### src/hdl/mcsf_pkg.sv
// Shared types and constants for the midpoint circle span fill core.
// Used by every module under hdl; depends on nothing.
package mcsf_pkg;

   localparam int CENTER_BITS     = 10;
   localparam int RADIUS_BITS     = 6;
   localparam int OUT_BITS        = 12;
   localparam int REQ_TDATA_BITS  = 32;
   localparam int RSP_TDATA_BITS  = 8 * OUT_BITS;
   localparam int MAX_RADIUS_DEF  = 63;
   localparam int COORD_BITS_DEF  = 10;
   localparam int MAX_RESULTS     = 46;
   localparam int COUNT_BITS      = 6;
   localparam int STEP_BITS       = RADIUS_BITS + 1;
   localparam int DEC_BITS        = 12;
   localparam int QUEUE_DEPTH     = 2;

   localparam logic [DEC_BITS-1:0] DEC_INIT     = DEC_BITS'(3);
   localparam logic [DEC_BITS-1:0] DEC_INC_HOLD = DEC_BITS'(6);
   localparam logic [DEC_BITS-1:0] DEC_INC_STEP = DEC_BITS'(10);

   typedef struct packed {
      logic [CENTER_BITS-1:0] center_x;
      logic [CENTER_BITS-1:0] center_y;
      logic [RADIUS_BITS-1:0] radius;
   } circle_type;

   typedef struct packed {
      logic full;
      logic empty;
   } queue_stat_type;

   typedef struct packed {
      logic signed [OUT_BITS-1:0] lower_mid_row;
      logic signed [OUT_BITS-1:0] upper_mid_row;
      logic signed [OUT_BITS-1:0] outer_right;
      logic signed [OUT_BITS-1:0] outer_left;
      logic signed [OUT_BITS-1:0] bottom_row;
      logic signed [OUT_BITS-1:0] top_row;
      logic signed [OUT_BITS-1:0] inner_right;
      logic signed [OUT_BITS-1:0] inner_left;
   } span_type;

   typedef enum logic {
      ENG_IDLE,
      ENG_RUN
   } eng_state_type;

endpackage

### src/hdl/mcsf_front.sv
// Request stage: registers one circle, masks the center and caps the radius,
// then pushes it into the circle queue. Depends on mcsf_pkg.
module mcsf_front #(
   parameter int MAX_RADIUS = mcsf_pkg::MAX_RADIUS_DEF,
   parameter int COORD_BITS = mcsf_pkg::COORD_BITS_DEF
) (
   input  logic                                clock,
   input  logic                                reset,
   input  logic                                req_tvalid,
   output logic                                req_tready,
   input  logic [mcsf_pkg::REQ_TDATA_BITS-1:0] req_tdata,
   input  mcsf_pkg::queue_stat_type            queue_stat,
   output logic                                push,
   output mcsf_pkg::circle_type                push_circle
);
   import mcsf_pkg::*;

   localparam int RadCapInt = (MAX_RADIUS > 63) ? 63 : MAX_RADIUS;
   localparam logic [RADIUS_BITS-1:0] RadCap = RADIUS_BITS'(RadCapInt);
   localparam logic [CENTER_BITS-1:0] CoordMask = (COORD_BITS >= CENTER_BITS) ?
      {CENTER_BITS{1'b1}} : CENTER_BITS'((1 << COORD_BITS) - 1);

   logic       hold_valid_ff, hold_valid_in;
   circle_type hold_ff, hold_in;
   circle_type raw;
   logic       take;

   assign raw.center_x = req_tdata[CENTER_BITS-1:0];
   assign raw.center_y = req_tdata[2*CENTER_BITS-1:CENTER_BITS];
   assign raw.radius   = req_tdata[2*CENTER_BITS+RADIUS_BITS-1:2*CENTER_BITS];

   assign push        = hold_valid_ff && !queue_stat.full;
   assign req_tready  = !hold_valid_ff || push;
   assign take        = req_tvalid && req_tready;
   assign push_circle = hold_ff;

   always_comb begin
      hold_in.center_x = raw.center_x & CoordMask;
      hold_in.center_y = raw.center_y & CoordMask;
      hold_in.radius   = (raw.radius > RadCap) ? RadCap : raw.radius;
      if (take) begin
         hold_valid_in = 1'b1;
      end else if (push) begin
         hold_valid_in = 1'b0;
      end else begin
         hold_valid_in = hold_valid_ff;
      end
   end

   always_ff @(posedge clock) begin
      if (reset) begin
         hold_valid_ff <= 1'b0;
      end else begin
         hold_valid_ff <= hold_valid_in;
      end
   end

   always_ff @(posedge clock) begin
      if (take) begin
         hold_ff <= hold_in;
      end
   end

endmodule

### src/hdl/mcsf_queue.sv
// Short circle queue between the request stage and the span engine.
// Depends on mcsf_pkg.
module mcsf_queue (
   input  logic                       clock,
   input  logic                       reset,
   input  logic                       push,
   input  mcsf_pkg::circle_type       push_circle,
   input  logic                       pop,
   output mcsf_pkg::circle_type       head,
   output mcsf_pkg::queue_stat_type   stat
);
   import mcsf_pkg::*;

   localparam int PtrBits = (QUEUE_DEPTH > 1) ? $clog2(QUEUE_DEPTH) : 1;
   localparam logic [PtrBits-1:0] LastPtr = PtrBits'(QUEUE_DEPTH - 1);
   localparam logic [PtrBits:0]   FullCnt = (PtrBits + 1)'(QUEUE_DEPTH);

   circle_type         slot_ff [QUEUE_DEPTH];
   logic [PtrBits-1:0] wr_ptr_ff, wr_ptr_in;
   logic [PtrBits-1:0] rd_ptr_ff, rd_ptr_in;
   logic [PtrBits:0]   cnt_ff, cnt_in;
   logic               do_push, do_pop;

   assign stat.full  = (cnt_ff == FullCnt);
   assign stat.empty = (cnt_ff == '0);
   assign do_push    = push && !stat.full;
   assign do_pop     = pop && !stat.empty;
   assign head       = slot_ff[rd_ptr_ff];

   always_comb begin
      wr_ptr_in = wr_ptr_ff;
      rd_ptr_in = rd_ptr_ff;
      cnt_in    = cnt_ff;
      if (do_push) begin
         wr_ptr_in = (wr_ptr_ff == LastPtr) ? '0 : wr_ptr_ff + 1'b1;
      end
      if (do_pop) begin
         rd_ptr_in = (rd_ptr_ff == LastPtr) ? '0 : rd_ptr_ff + 1'b1;
      end
      if (do_push && !do_pop) begin
         cnt_in = cnt_ff + 1'b1;
      end else if (do_pop && !do_push) begin
         cnt_in = cnt_ff - 1'b1;
      end
   end

   always_ff @(posedge clock) begin
      if (reset) begin
         wr_ptr_ff <= '0;
         rd_ptr_ff <= '0;
         cnt_ff    <= '0;
      end else begin
         wr_ptr_ff <= wr_ptr_in;
         rd_ptr_ff <= rd_ptr_in;
         cnt_ff    <= cnt_in;
      end
   end

   always_ff @(posedge clock) begin
      if (do_push) begin
         slot_ff[wr_ptr_ff] <= push_circle;
      end
   end

endmodule

### src/hdl/mcsf_engine.sv
// Span engine: runs the midpoint circle steps for one queued circle and
// drives the response register. Depends on mcsf_pkg.
module mcsf_engine (
   input  logic                                clock,
   input  logic                                reset,
   input  mcsf_pkg::queue_stat_type            queue_stat,
   input  mcsf_pkg::circle_type                head,
   output logic                                pop,
   output logic                                rsp_tvalid,
   input  logic                                rsp_tready,
   output logic [mcsf_pkg::RSP_TDATA_BITS-1:0] rsp_tdata,
   output logic                                rsp_tlast
);
   import mcsf_pkg::*;

   localparam logic [COUNT_BITS-1:0] LastCount = COUNT_BITS'(MAX_RESULTS - 1);

   eng_state_type          state_ff, state_in;
   logic [CENTER_BITS-1:0] cx_ff, cy_ff;
   logic [STEP_BITS-1:0]   x_ff, x_in;
   logic [RADIUS_BITS-1:0] y_ff, y_in;
   logic [DEC_BITS-1:0]    d_ff, d_in;
   logic [COUNT_BITS-1:0]  n_ff;
   logic                   out_valid_ff, out_valid_in;
   span_type               span_ff, span_in;
   logic                   out_last_ff, out_last_in;
   logic                   out_free, load, step_last;
   logic [DEC_BITS-1:0]    x_ext, y_ext;

   assign out_free = !out_valid_ff || rsp_tready;
   assign x_ext    = DEC_BITS'(x_ff);
   assign y_ext    = DEC_BITS'(y_ff);

   always_comb begin
      x_in = x_ff + 1'b1;
      if (d_ff[DEC_BITS-1]) begin
         d_in = d_ff + (x_ext << 2) + DEC_INC_HOLD;
         y_in = y_ff;
      end else begin
         d_in = d_ff + ((x_ext - y_ext) << 2) + DEC_INC_STEP;
         y_in = y_ff - 1'b1;
      end
      step_last = (d_ff[DEC_BITS-1] ? (STEP_BITS'(y_ff) < x_in) :
                   (STEP_BITS'(y_ff) < x_in + 1'b1)) || (n_ff == LastCount);
   end

   always_comb begin
      span_in.inner_left    = OUT_BITS'(cx_ff) - OUT_BITS'(x_ff);
      span_in.inner_right   = OUT_BITS'(cx_ff) + OUT_BITS'(x_ff);
      span_in.top_row       = OUT_BITS'(cy_ff) - OUT_BITS'(y_ff);
      span_in.bottom_row    = OUT_BITS'(cy_ff) + OUT_BITS'(y_ff);
      span_in.outer_left    = OUT_BITS'(cx_ff) - OUT_BITS'(y_ff);
      span_in.outer_right   = OUT_BITS'(cx_ff) + OUT_BITS'(y_ff);
      span_in.upper_mid_row = OUT_BITS'(cy_ff) - OUT_BITS'(x_ff);
      span_in.lower_mid_row = OUT_BITS'(cy_ff) + OUT_BITS'(x_ff);
      out_last_in           = step_last;
   end

   always_comb begin
      state_in = state_ff;
      unique case (state_ff)
         ENG_IDLE: begin
            if (!queue_stat.empty) begin
               state_in = ENG_RUN;
            end
         end
         ENG_RUN: begin
            if (out_free && step_last) begin
               state_in = ENG_IDLE;
            end
         end
         default: state_in = ENG_IDLE;
      endcase
   end

   always_comb begin
      pop  = 1'b0;
      load = 1'b0;
      unique case (state_ff)
         ENG_IDLE: pop  = !queue_stat.empty;
         ENG_RUN:  load = out_free;
         default: begin
            pop  = 1'b0;
            load = 1'b0;
         end
      endcase
   end

   always_comb begin
      if (load) begin
         out_valid_in = 1'b1;
      end else if (rsp_tready) begin
         out_valid_in = 1'b0;
      end else begin
         out_valid_in = out_valid_ff;
      end
   end

   always_ff @(posedge clock) begin
      if (reset) begin
         state_ff     <= ENG_IDLE;
         out_valid_ff <= 1'b0;
      end else begin
         state_ff     <= state_in;
         out_valid_ff <= out_valid_in;
      end
   end

   always_ff @(posedge clock) begin
      if (pop) begin
         cx_ff <= head.center_x;
         cy_ff <= head.center_y;
         x_ff  <= '0;
         y_ff  <= head.radius;
         d_ff  <= DEC_INIT - (DEC_BITS'(head.radius) << 1);
         n_ff  <= '0;
      end else if (load) begin
         x_ff  <= x_in;
         y_ff  <= y_in;
         d_ff  <= d_in;
         n_ff  <= n_ff + 1'b1;
      end
   end

   always_ff @(posedge clock) begin
      if (load) begin
         span_ff     <= span_in;
         out_last_ff <= out_last_in;
      end
   end

   assign rsp_tvalid = out_valid_ff;
   assign rsp_tdata  = span_ff;
   assign rsp_tlast  = out_last_ff;

endmodule

### src/hdl/midpoint_circle_span_fill_core.sv
// Midpoint circle span fill, top level: request stage, circle queue and
// span engine. Depends on mcsf_pkg, mcsf_front, mcsf_queue and mcsf_engine.
//
// Each request is one circle; the core answers with one span group per
// midpoint step, about r/sqrt(2)+1 groups for radius r (at most 46), with
// tlast on the final group. The span engine holds one step datapath and
// emits one group per clock while the response side takes them, and
// between circles it passes through its idle state to pop the next circle
// from the queue. Up to two circles wait in the queue and one in the
// request register, so requests keep flowing while a circle is being drawn.
module midpoint_circle_span_fill_core #(
   parameter int MAX_RADIUS = mcsf_pkg::MAX_RADIUS_DEF,
   parameter int COORD_BITS = mcsf_pkg::COORD_BITS_DEF
) (
   input  logic                                clock,
   input  logic                                reset,
   input  logic                                req_tvalid,
   output logic                                req_tready,
   // center_x [9:0], center_y [19:10], radius [25:20], zero [31:26]
   input  logic [mcsf_pkg::REQ_TDATA_BITS-1:0] req_tdata,
   output logic                                rsp_tvalid,
   input  logic                                rsp_tready,
   // inner_left, inner_right, top_row, bottom_row, outer_left,
   // outer_right, upper_mid_row, lower_mid_row: 12 bits each from bit 0 up
   output logic [mcsf_pkg::RSP_TDATA_BITS-1:0] rsp_tdata,
   output logic                                rsp_tlast
);
   import mcsf_pkg::*;

   queue_stat_type queue_stat;
   circle_type     push_circle, head;
   logic           push, pop;

   mcsf_front #(
      .MAX_RADIUS (MAX_RADIUS),
      .COORD_BITS (COORD_BITS)
   ) u_front (
      .clock       (clock),
      .reset       (reset),
      .req_tvalid  (req_tvalid),
      .req_tready  (req_tready),
      .req_tdata   (req_tdata),
      .queue_stat  (queue_stat),
      .push        (push),
      .push_circle (push_circle)
   );

   mcsf_queue u_queue (
      .clock       (clock),
      .reset       (reset),
      .push        (push),
      .push_circle (push_circle),
      .pop         (pop),
      .head        (head),
      .stat        (queue_stat)
   );

   mcsf_engine u_engine (
      .clock      (clock),
      .reset      (reset),
      .queue_stat (queue_stat),
      .head       (head),
      .pop        (pop),
      .rsp_tvalid (rsp_tvalid),
      .rsp_tready (rsp_tready),
      .rsp_tdata  (rsp_tdata),
      .rsp_tlast  (rsp_tlast)
   );

endmodule

### config.mk
export PLATFORM = sky130hd
export DESIGN_NAME = midpoint_circle_span_fill_core
export DESIGN_NICKNAME = d
export VERILOG_FILES = /design/src/hdl/mcsf_pkg.sv /design/src/hdl/mcsf_front.sv /design/src/hdl/mcsf_queue.sv /design/src/hdl/mcsf_engine.sv /design/src/hdl/midpoint_circle_span_fill_core.sv
export SDC_FILE = /design/constraint.sdc
export NUM_CORES = 1
export LEC_CHECK = 0
export BUFFER_PORTS_ARGS = -buffer_cell sky130_fd_sc_hd__clkbuf_2
export CAP_MARGIN = 25
export CELL_PAD_IN_SITES_DETAIL_PLACEMENT = 0
export CELL_PAD_IN_SITES_GLOBAL_PLACEMENT = 1
export CORE_AREA = 2 2 187 189
export DETAILED_ROUTE_END_ITERATION = 12
export DIE_AREA = 0 0 189 191
export PLACE_DENSITY = 0.59
export SYNTH_ARGS = -nofsm -noshare
export SYNTH_HDL_FRONTEND = slang
export SYNTH_SLANG_ARGS = --single-unit
### constraint.sdc
create_clock -name clock -period 9.27 [get_ports clock]
set_input_delay 1.854 -clock clock [delete_from_list [all_inputs] [get_ports clock]]
set_output_delay 1.854 -clock clock [all_outputs]
set_load 0.005 [all_outputs]
==> flow_summary.ini, run 1 <==
[run_status]
status = complete, no violations

[synth]
synth-seq-cells = 221
synth.most_common_cell = edfxtp_1
synth.top_cell.area_share_pct = 51.0
yosysTopAreaCell = edfxtp_1
synthTopCellsByArea = edfxtp_1, ha_1, xnor2_1
synth_common_cells = edfxtp_1, ha_1, inv_1
async_flop_share_pct = 0
ys_types = 64
synth_flop_cell = edfxtp_1
ys_seq_area_share_pct = 54.5
yosysWarnings = 0
syn_area_per_cell_sq_um = 12.3
syn_inst = 959
syn_area_sq_um = 11800
synth_edf_count = 200

[timing]
setup_viol_count_final = 0
timing.final.max_slew_violations = 0
fin_crit_ns = 4.19
worst_slew_pin_slew_ns = 0.895
fmax_mhz = 238
rsz0062_at_grt = false
finalClockSkew_ns = 0.0233
fin_crit_sh_pct = 45.3
finalHoldViolCount = 0
slew_headroom_pct = 39.7
fin_tns_setup_ns = 0

[cts]
hold_buffers = 0
clock_path_buffers = 3
numCtsBuffers = 26
cts_resized = 0
cts_root_buffer = clkbuf_16
clk_pin_slew_ns = 0.06
cts_max_level = 1
clock-sinks = 221
cts_setup_buffers = 0
clk_latency_ns = 0.55
cts_tree = done

[job]
max_cap_viol_count = 0

[hold_path]
min-delay-start = u_front.push_circle[17]
holdPathStages = 0
holdPathEnd = u_queue.slot_ff[1][17]
hold_path.class = reg -> reg

[cells_and_area]
nFillCells = 3284
diodes = 0
drive_above_1_share_pct = 19.4
finalNetCount = 1244
seqCellArea_sq_um = 6430
areaGrowthSynthToFinish_pct = 17.3
final_cell_area_sq_um = 13800
multi_input_area_sq_um = 4880

[critical_path]
critPathCaptureType = flip-flop
path_class = reg -> reg
critical_path_arrival_ns = 4.50
cp_num_buf_inv = 1
rr_worst_depth = 13
cp_common_cell = ha_1
critPathRequiredTime_ns = 9.58
crit_family = compound AO/OA/AOI/OAI gates
worstPathMaxFanout = 8
slowest_delay_ns = 0.60
cpMaxStageDelayCell = edfxtp_1
critPathLaunchType = flip-flop
r2r_setup_slack_ns = 5.08
crit_chain = inv_1 -> ha_1 -> nor2b_1 -> o31ai_1 -> a21boi_0 -> ha_1 -> ha_1 -> and3_4 -> a2111oi_4 -> o21ai_2 -> xnor2_1 -> nand2_1 -> a31o_2
r2r_start = u_engine.y_ff[1]
rr_endpoint = u_engine.d_ff[9]

[global_routing]
grt_pass1_vias = 7085
grt_pass1_wl_um = 40000
grt_remaining_overflow = 0
grt_usage_pct = 14.3
grt_start_max_net_pins = 54
antenna_found_initial = 0

[die]
core_area_sq_um = 34100
start_util_pct = 34.5
dieArea_sq_um = 36100
ios = 135
die_h_um = 191
fp-row-count = 68
fp.dieW_um = 189

[placed_design]
gp_congestion = 0.777
place_area_sq_um = 12900
dpl.hpwl_um = 19100
port_buffers = 124

[detailed_routing]
wl_um = 25600
vias = 7229
ant_nets = 0
wire_per_inst_um = 16.4
drt_iter0_drc = 359
drc = 0
via_per_inst = 4.63
firstDrtPassIters = 4

[pwr]
ir_drop_mv = 0.181
power_density_nw_per_um2 = 408
p_leak_nw = 5.54
-- per-stage QoR --
stage          hold WS, ns  util [%]  setup WS (ns)  power (W)  instances
4_1_cts              0.444      40.5           5.05    0.00571       1561
6_report             0.442      40.5           5.08    0.00565       1561
3_3_place_gp         0.425      37.7           5.06    0.00458       1512
5_1_grt              0.454      40.5           4.76    0.00612       1561
3_5_place_dp         0.431      37.8           5.06    0.00458       1513
2_1_floorplan        0.421         -           3.80    0.00377        962
-- power by group --
| group | internal [W] | switching (W) |
|---|---|---|
| Clock | 0.000683 | 0.000405 |
| Sequential | 0.00161 | 0.000255 |
| Combinational | 0.00115 | 0.00154 |
-- placed cells by master, fill, tap and decap left out, drive strengths merged, types with 9 or more instances in the layout --
master	netlist	routed
o21a	10	10
and3	16	16
nor2	60	60
o21ai	50	50
a21oi	52	52
ha	111	111
a21boi	9	9
edfxtp	200	200
o22ai	9	9
nor3	20	20
clkinv	1	9
inv	81	82
mux2	22	22
xnor2	55	55
xor2	32	32
a21o	9	9
nand2	33	33
o21bai	9	9
nand2b	12	12
nand3	9	9
dfxtp	21	21
fa	11	11
nor2b	18	18
clkbuf	18	157
-- cell type report --
class                      instances  share of cell area, %
sequential                       221                   46.5
multi-input combinational        623                   35.3
clock buffer                      33                   5.11
timing repair buffer             132                   5.07
tap                              455                   4.12
inverter                          82                   2.24
clock inverter                    15                   1.70
-- worst max-delay path by stage --
stage	depth (start not counted)	slack [ns]	endpoint	from
after floorplan	7	3.80	u_engine.n_ff[4]	rsp_tready
after global placement	13	5.06	u_engine.d_ff[9]	u_engine.y_ff[1]
after detailed placement	13	5.06	u_engine.d_ff[9]	u_engine.y_ff[1]
after CTS	13	5.05	u_engine.d_ff[9]	u_engine.y_ff[1]
after global routing	13	4.76	u_engine.d_ff[9]	u_engine.y_ff[1]
final	13	5.08	u_engine.d_ff[9]	u_engine.y_ff[1]
-- flip-flops by register name, indices dropped and copies added (netlist names), named ones only --
| name | count |
|---|---|
| u_engine.x_ff | 7 |
| u_front.push_circle | 26 |
| u_queue.wr_ptr_ff | 1 |
| u_engine.d_ff | 11 |
| u_engine.y_ff | 6 |
| u_engine.n_ff | 6 |
| u_queue.slot_ff | 52 |
| u_engine.cx_ff | 10 |
| u_engine.rsp_tvalid | 1 |
| u_queue.cnt_ff | 2 |
| u_engine.cy_ff | 10 |
| u_engine.rsp_tdata | 84 |
| u_engine.rsp_tlast | 1 |
| u_front.hold_valid_ff | 1 |
| u_engine.state_ff | 1 |
| u_queue.rd_ptr_ff | 1 |
-- layer usage --
layer  track usage, %  vias to the layer above  share of wire (%)
met5                0                        -                  0
met4             4.12                        0                2.7
met3             2.15                       38                4.1
met2             21.8                      154                 43
met1             21.1                     3352                 50
li1                 -                     3685                  -
-- cell families (layout without fill, tap and decap cells) --
group | count (synthesis) | count (layout) | synth area share (%)
AND/OR/NAND/NOR | 198 | 198 | 8.42
other | 1 | 4 | 0.0318
flip-flops | 221 | 221 | 54.5
adder cells (fa/ha/maj) | 122 | 122 | 13.7
XOR/XNOR | 87 | 87 | 6.59
multiplexers | 27 | 27 | 2.53
buffers and inverters | 118 | 262 | 4.17
AO/OA/AOI/OAI | 185 | 185 | 10.1
(Power assumes the default switching activity.)
==> run 2: changes to the inputs <==
PLACE_DENSITY = 0.62   (was 0.59)
clock period = 3.5 ns   (was 9.27 ns; I/O delays follow)
==> flow_summary.ini, run 2 (synthesis results as in run 1) <==
[run_status]
status = complete, no violations

[critical_path]
worstPathMaxFanout = 5
slowest_delay_ns = 0.40
crit_family = compound AO/OA/AOI/OAI gates
path_class = reg -> reg
critPathCaptureType = flip-flop
cp_common_cell = ha_1
cpMaxStageDelayCell = edfxtp_1
critPathLaunchType = flip-flop
r2r_start = u_engine.y_ff[1]
cp_num_buf_inv = 1
critical_path_arrival_ns = 3.65
startpoint = u_engine.y_ff[1]
critPathRequiredTime_ns = 3.81
crit_chain = inv_2 -> ha_1 -> nor2b_1 -> o31ai_2 -> a21boi_2 -> ha_1 -> ha_1 -> and3_4 -> a2111oi_4 -> o21ai_2 -> xnor2_1 -> nand2_1 -> a31o_2

[die]
ios = 135
core_area_sq_um = 34100
fp.dieW_um = 189
dieArea_sq_um = 36100
start_util_pct = 34.5
die_h_um = 191
fp-row-count = 68

[cells_and_area]
drive_above_1_share_pct = 21.7
areaGrowthSynthToFinish_pct = 18.8
finalNetCount = 1267
final_common_cell = edfxtp_1
largest_reg_flops = 84
final_cell_area_sq_um = 14000
diodes = 0
nFillCells = 3251
final_core_util_pct = 41.0
multi_input_area_sq_um = 4940
final_cell_mix = edfxtp_1, clkbuf_2, ha_1, inv_1, nor2_1
seqCellArea_sq_um = 6430

[cts]
cts_root_buffer = clkbuf_16
clk_pin_slew_ns = 0.06
cts_tree = done
numCtsBuffers = 26
cts_max_level = 1
clk_latency_ns = 0.55
clock_path_buffers = 3
clock-sinks = 221

[global_routing]
grt_usage_pct = 14.4
antenna_found_initial = 0
grt_pass1_vias = 7244
grt_pass1_wl_um = 40700
grt_start_max_net_pins = 84
grt_remaining_overflow = 0

[hold_path]
min-delay-start = req_tdata[3]
hold_path.class = in -> reg

[timing]
worst_slew_pin_slew_ns = 0.758
fin_crit_ns = 3.34
finalHoldViolCount = 0
holdWs_ns = 0.317
slew_headroom_pct = 49.5
fin_crit_sh_pct = 95.5
setup_viol_count_final = 0
finalClockSkew_ns = 0.0267
fmax_mhz = 299
timing.final.max_slew_violations = 0

[detailed_routing]
drt_iter0_drc = 402
firstDrtPassIters = 5
vias = 7446
wl_um = 26200
ant_nets = 0
wire_per_inst_um = 16.5
via_per_inst = 4.71
drc = 0

[job]
max_cap_viol_count = 0

[placed_design]
gp_congestion = 0.866
dpl.hpwl_um = 19700
place_area_sq_um = 13100
port_buffers = 124

[pwr]
power_density_nw_per_um2 = 1090
ir_drop_mv = 0.648
total_power_w = 0.0153
p_leak_nw = 5.61
-- run 2: worst paths after layout --
check | depth (start not counted) | end | slack [ns]
min | 1 | u_front.push_circle[19] | 0.32
max reg2reg | 13 | u_engine.d_ff[9] | 0.16
max | 13 | u_engine.d_ff[9] | 0.16
min reg2reg | 0 | u_queue.slot_ff[0][17] | 0.44
-- run 2: metal layers --
layer	share of wire, %	wire length (um)	global-route usage (%)	vias to the layer above
li1	-	-	-	3731
met1	50	13000	21.1	3508
met2	44	11400	22.1	172
met3	4.2	1110	2.07	35
met4	2.4	623	4.12	0
met5	0	0	0	-
-- run 2: cell type report --
cell class	instances	share of cell area (%)
inverters	82	2.21
flip-flops and latches	221	45.9
clock buffers	32	4.81
clock inverters	14	1.50
repair buffers	155	6.19
well taps	455	4.07
multi-input cells	623	35.3
-- run 2: through the flow --
stage                     std cells  TNS, ns  worst slack, ns
after global routing           1582  -0.0186          -0.0186
after floorplan                 962        0          0.00195
after CTS                      1580        0           0.0372
after detailed placement       1534        0           0.0508
final                          1582        0            0.159
after global placement         1534        0           0.0483
-- run 2: what timing repair did --
| action | in CTS | in global routing |
|---|---|---|
| setup endpoints to repair | 0 | 4 |
| buffers inserted | 0 | 2 |
| hold buffers | 0 | 0 |
| gates resized for setup | 0 | 10 |
-- run 2: where the power goes --
part	leakage, nW	internal [W]	switching, W	total (W)
clock network	0.424	0.00168	0.00109	0.00276
logic	3.14	0.00342	0.00429	0.00771
registers	2.05	0.00426	0.000564	0.00482
total	5.61	0.00936	0.00594	0.0153
==> run 3: changes to the inputs <==
PLACE_DENSITY = 0.59   (was 0.62)
clock period = 3.3 ns   (was 3.5 ns; I/O delays follow)
==> flow_summary.ini, run 3 (synthesis results as in run 1) <==
[run_status]
status = finished, violations left
failed_checks = negative setup slack

[placed_design]
gp_congestion = 0.825
dpl.hpwl_um = 20400
port_buffers = 124
place_area_sq_um = 13200

[detailed_routing]
vias = 7407
drt_iter0_drc = 380
wl_um = 26800
wire_per_inst_um = 16.8
via_per_inst = 4.65
firstDrtPassIters = 5
ant_nets = 0
drc = 0

[die]
core_area_sq_um = 34100
start_util_pct = 34.5
dieArea_sq_um = 36100
fp-row-count = 68
ios = 135
die_h_um = 191
fp.dieW_um = 189

[critical_path]
cpMaxStageDelayCell = fa_2
worstPathMaxFanout = 2
crit_chain = ha_4 -> inv_2 -> fa_2 -> inv_2 -> ha_4 -> inv_4 -> fa_2 -> a21o_1 -> a211o_1 -> a2111oi_4 -> nor3_2 -> xnor2_1 -> o2111ai_1
r2r_start = u_engine.y_ff[0]
rr_endpoint = u_engine.d_ff[10]
rr_worst_depth = 13
slowest_delay_ns = 0.52
cp.depth = 13
critPathCaptureType = flip-flop
r2r_setup_slack_ns = -0.07
crit_family = adder cells
startpoint = u_engine.y_ff[0]
endpoint = u_engine.d_ff[10]
critical_path_arrival_ns = 3.64
path_class = reg -> reg
critPathLaunchType = flip-flop
critPathRequiredTime_ns = 3.57
cp_num_buf_inv = 3

[cts]
numCtsBuffers = 25
clk_pin_slew_ns = 0.07
clock-sinks = 221
cts_max_level = 1
clock_path_buffers = 3
cts_root_buffer = clkbuf_16
cts_tree = done
clk_latency_ns = 0.55
hold_buffers = 0

[timing]
fin_tns_setup_ns = -0.0859
worst_slew_pin_slew_ns = 0.824
setup_viol_count_final = 2
timing.final.max_slew_violations = 0
fmax_mhz = 297
rsz0062_at_grt = true
setup_slack_ns = -0.0688
fin_crit_ns = 3.37
finalHoldViolCount = 0
finalClockSkew_ns = 0.0220
fin_crit_sh_pct = 102
slew_headroom_pct = 45.0

[cells_and_area]
areaGrowthSynthToFinish_pct = 19.4
nFillCells = 3283
final_cell_mix = edfxtp_1, clkbuf_2, ha_1, inv_1, nor2_1
final_common_cell = edfxtp_1
largest_reg_flops = 84
drive_above_1_share_pct = 23.1
diodes = 0
final_cell_area_sq_um = 14100
finalNetCount = 1277

[pwr]
power_density_nw_per_um2 = 1170
intPower_w = 0.0100
sw_frac_of_total_pct = 39.3
combPwrFrac_pct = 53.1
ir_drop_mv = 0.589
p_sw_w = 0.00649
power_frac_seq_pct = 31.0
clock_power_share_pct = 15.9
p_leak_nw = 5.62

[global_routing]
grt_start_max_net_pins = 48
grt_pass1_wl_um = 41000
grt_remaining_overflow = 0
grt_pass1_vias = 7390
grt_usage_pct = 14.7
antenna_found_initial = 0

[job]
max_cap_viol_count = 0

[hold_path]
hold_path.class = in -> reg
run 3: cell types whose count changed in the layout (fill, tap and decap cells not counted), moves of 2 or more:
| cell | previous run | this run |
|---|---|---|
| buf_4 | 30 | 40 |
| ha_4 | 2 | 7 |
| ha_1 | 107 | 103 |
| inv_1 | 78 | 74 |
| bufinv_16 | 4 | 1 |
| clkbuf_1 | 6 | 9 |
| inv_4 | 0 | 3 |
| inv_2 | 2 | 4 |
run 3: worst reg2reg max path: stages, from the launching register on:
cell and delay [ns]:
edfxtp_1 0.39, ha_4 0.16, inv_2 0.04, fa_2 0.52, inv_2 0.04, ha_4 0.26
inv_4 0.03, fa_2 0.39, a21o_1 0.18, a211o_1 0.35, a2111oi_4 0.37, nor3_2 0.09
xnor2_1 0.16, o2111ai_1 0.13
run 3: area by class of cell:
class	instances	area, sq um	share of cell area (%)
clock buffers	34	659	4.69
well taps	455	569	4.05
repair buffers	166	952	6.77
clock inverters	12	114	0.809
flip-flops and latches	221	6430	45.7
multi-input cells	623	5030	35.7
inverters	82	315	2.24
run 3: through the flow:
stage / util, % / power, W / hold WS, ns / std cells / setup WS [ns]
after global routing: 41.2 / 0.0179 / 0.263 / 1593 / -0.202
after floorplan: - / 0.0107 / 0.421 / 962 / -0.0826
after CTS: 41.0 / 0.0164 / 0.260 / 1591 / -0.0224
after global placement: 38.6 / 0.0135 / 0.424 / 1542 / -0.0601
after detailed placement: 38.6 / 0.0135 / 0.429 / 1542 / -0.0740
final: 41.2 / 0.0165 / 0.284 / 1593 / -0.0688
run 3: how the worst min path moves through the flow:
| stage | startpoint | to | slack (ns) | cells past startpoint |
|---|---|---|---|---|
| 2_1_floorplan | u_front.push_circle[0] | u_queue.slot_ff[0][0] | 0.42 | 0 |
| 3_5_place_dp | u_front.push_circle[8] | u_queue.slot_ff[1][8] | 0.43 | 0 |
| 6_report | req_tdata[11] | u_front.push_circle[7] | 0.28 | 1 |
| 5_1_grt | req_tdata[13] | u_front.push_circle[9] | 0.26 | 1 |
| 3_3_place_gp | u_front.push_circle[20] | u_queue.slot_ff[0][20] | 0.42 | 0 |
| 4_1_cts | req_tdata[4] | u_front.push_circle[20] | 0.26 | 1 |
run 3: per-layer routing:
layer	up-vias	GRT usage [%]	routed length [um]
met2	164	23.1	11600
met4	0	4.21	686
li1	3750	-	-
met5	-	0	0
met3	39	1.96	1120
met1	3454	21.2	13400
run 3: what timing repair did:
action	in CTS	in global routing
hold endpoints to repair	0	0
setup endpoints to repair	3	4
buffers inserted	3	2
resized for setup	8	10
pin swaps	11	8
run 3: power by group through the flow:
stage	logic, W	clock network [W]	registers, W
6_report	0.00877	0.00262	0.00512
5_1_grt	0.00990	0.00281	0.00522
4_1_cts	0.00852	0.00271	0.00514
3_5_place_dp	0.00829	0	0.00519
3_3_place_gp	0.00831	0	0.00518
2_1_floorplan	0.00569	0	0.00503
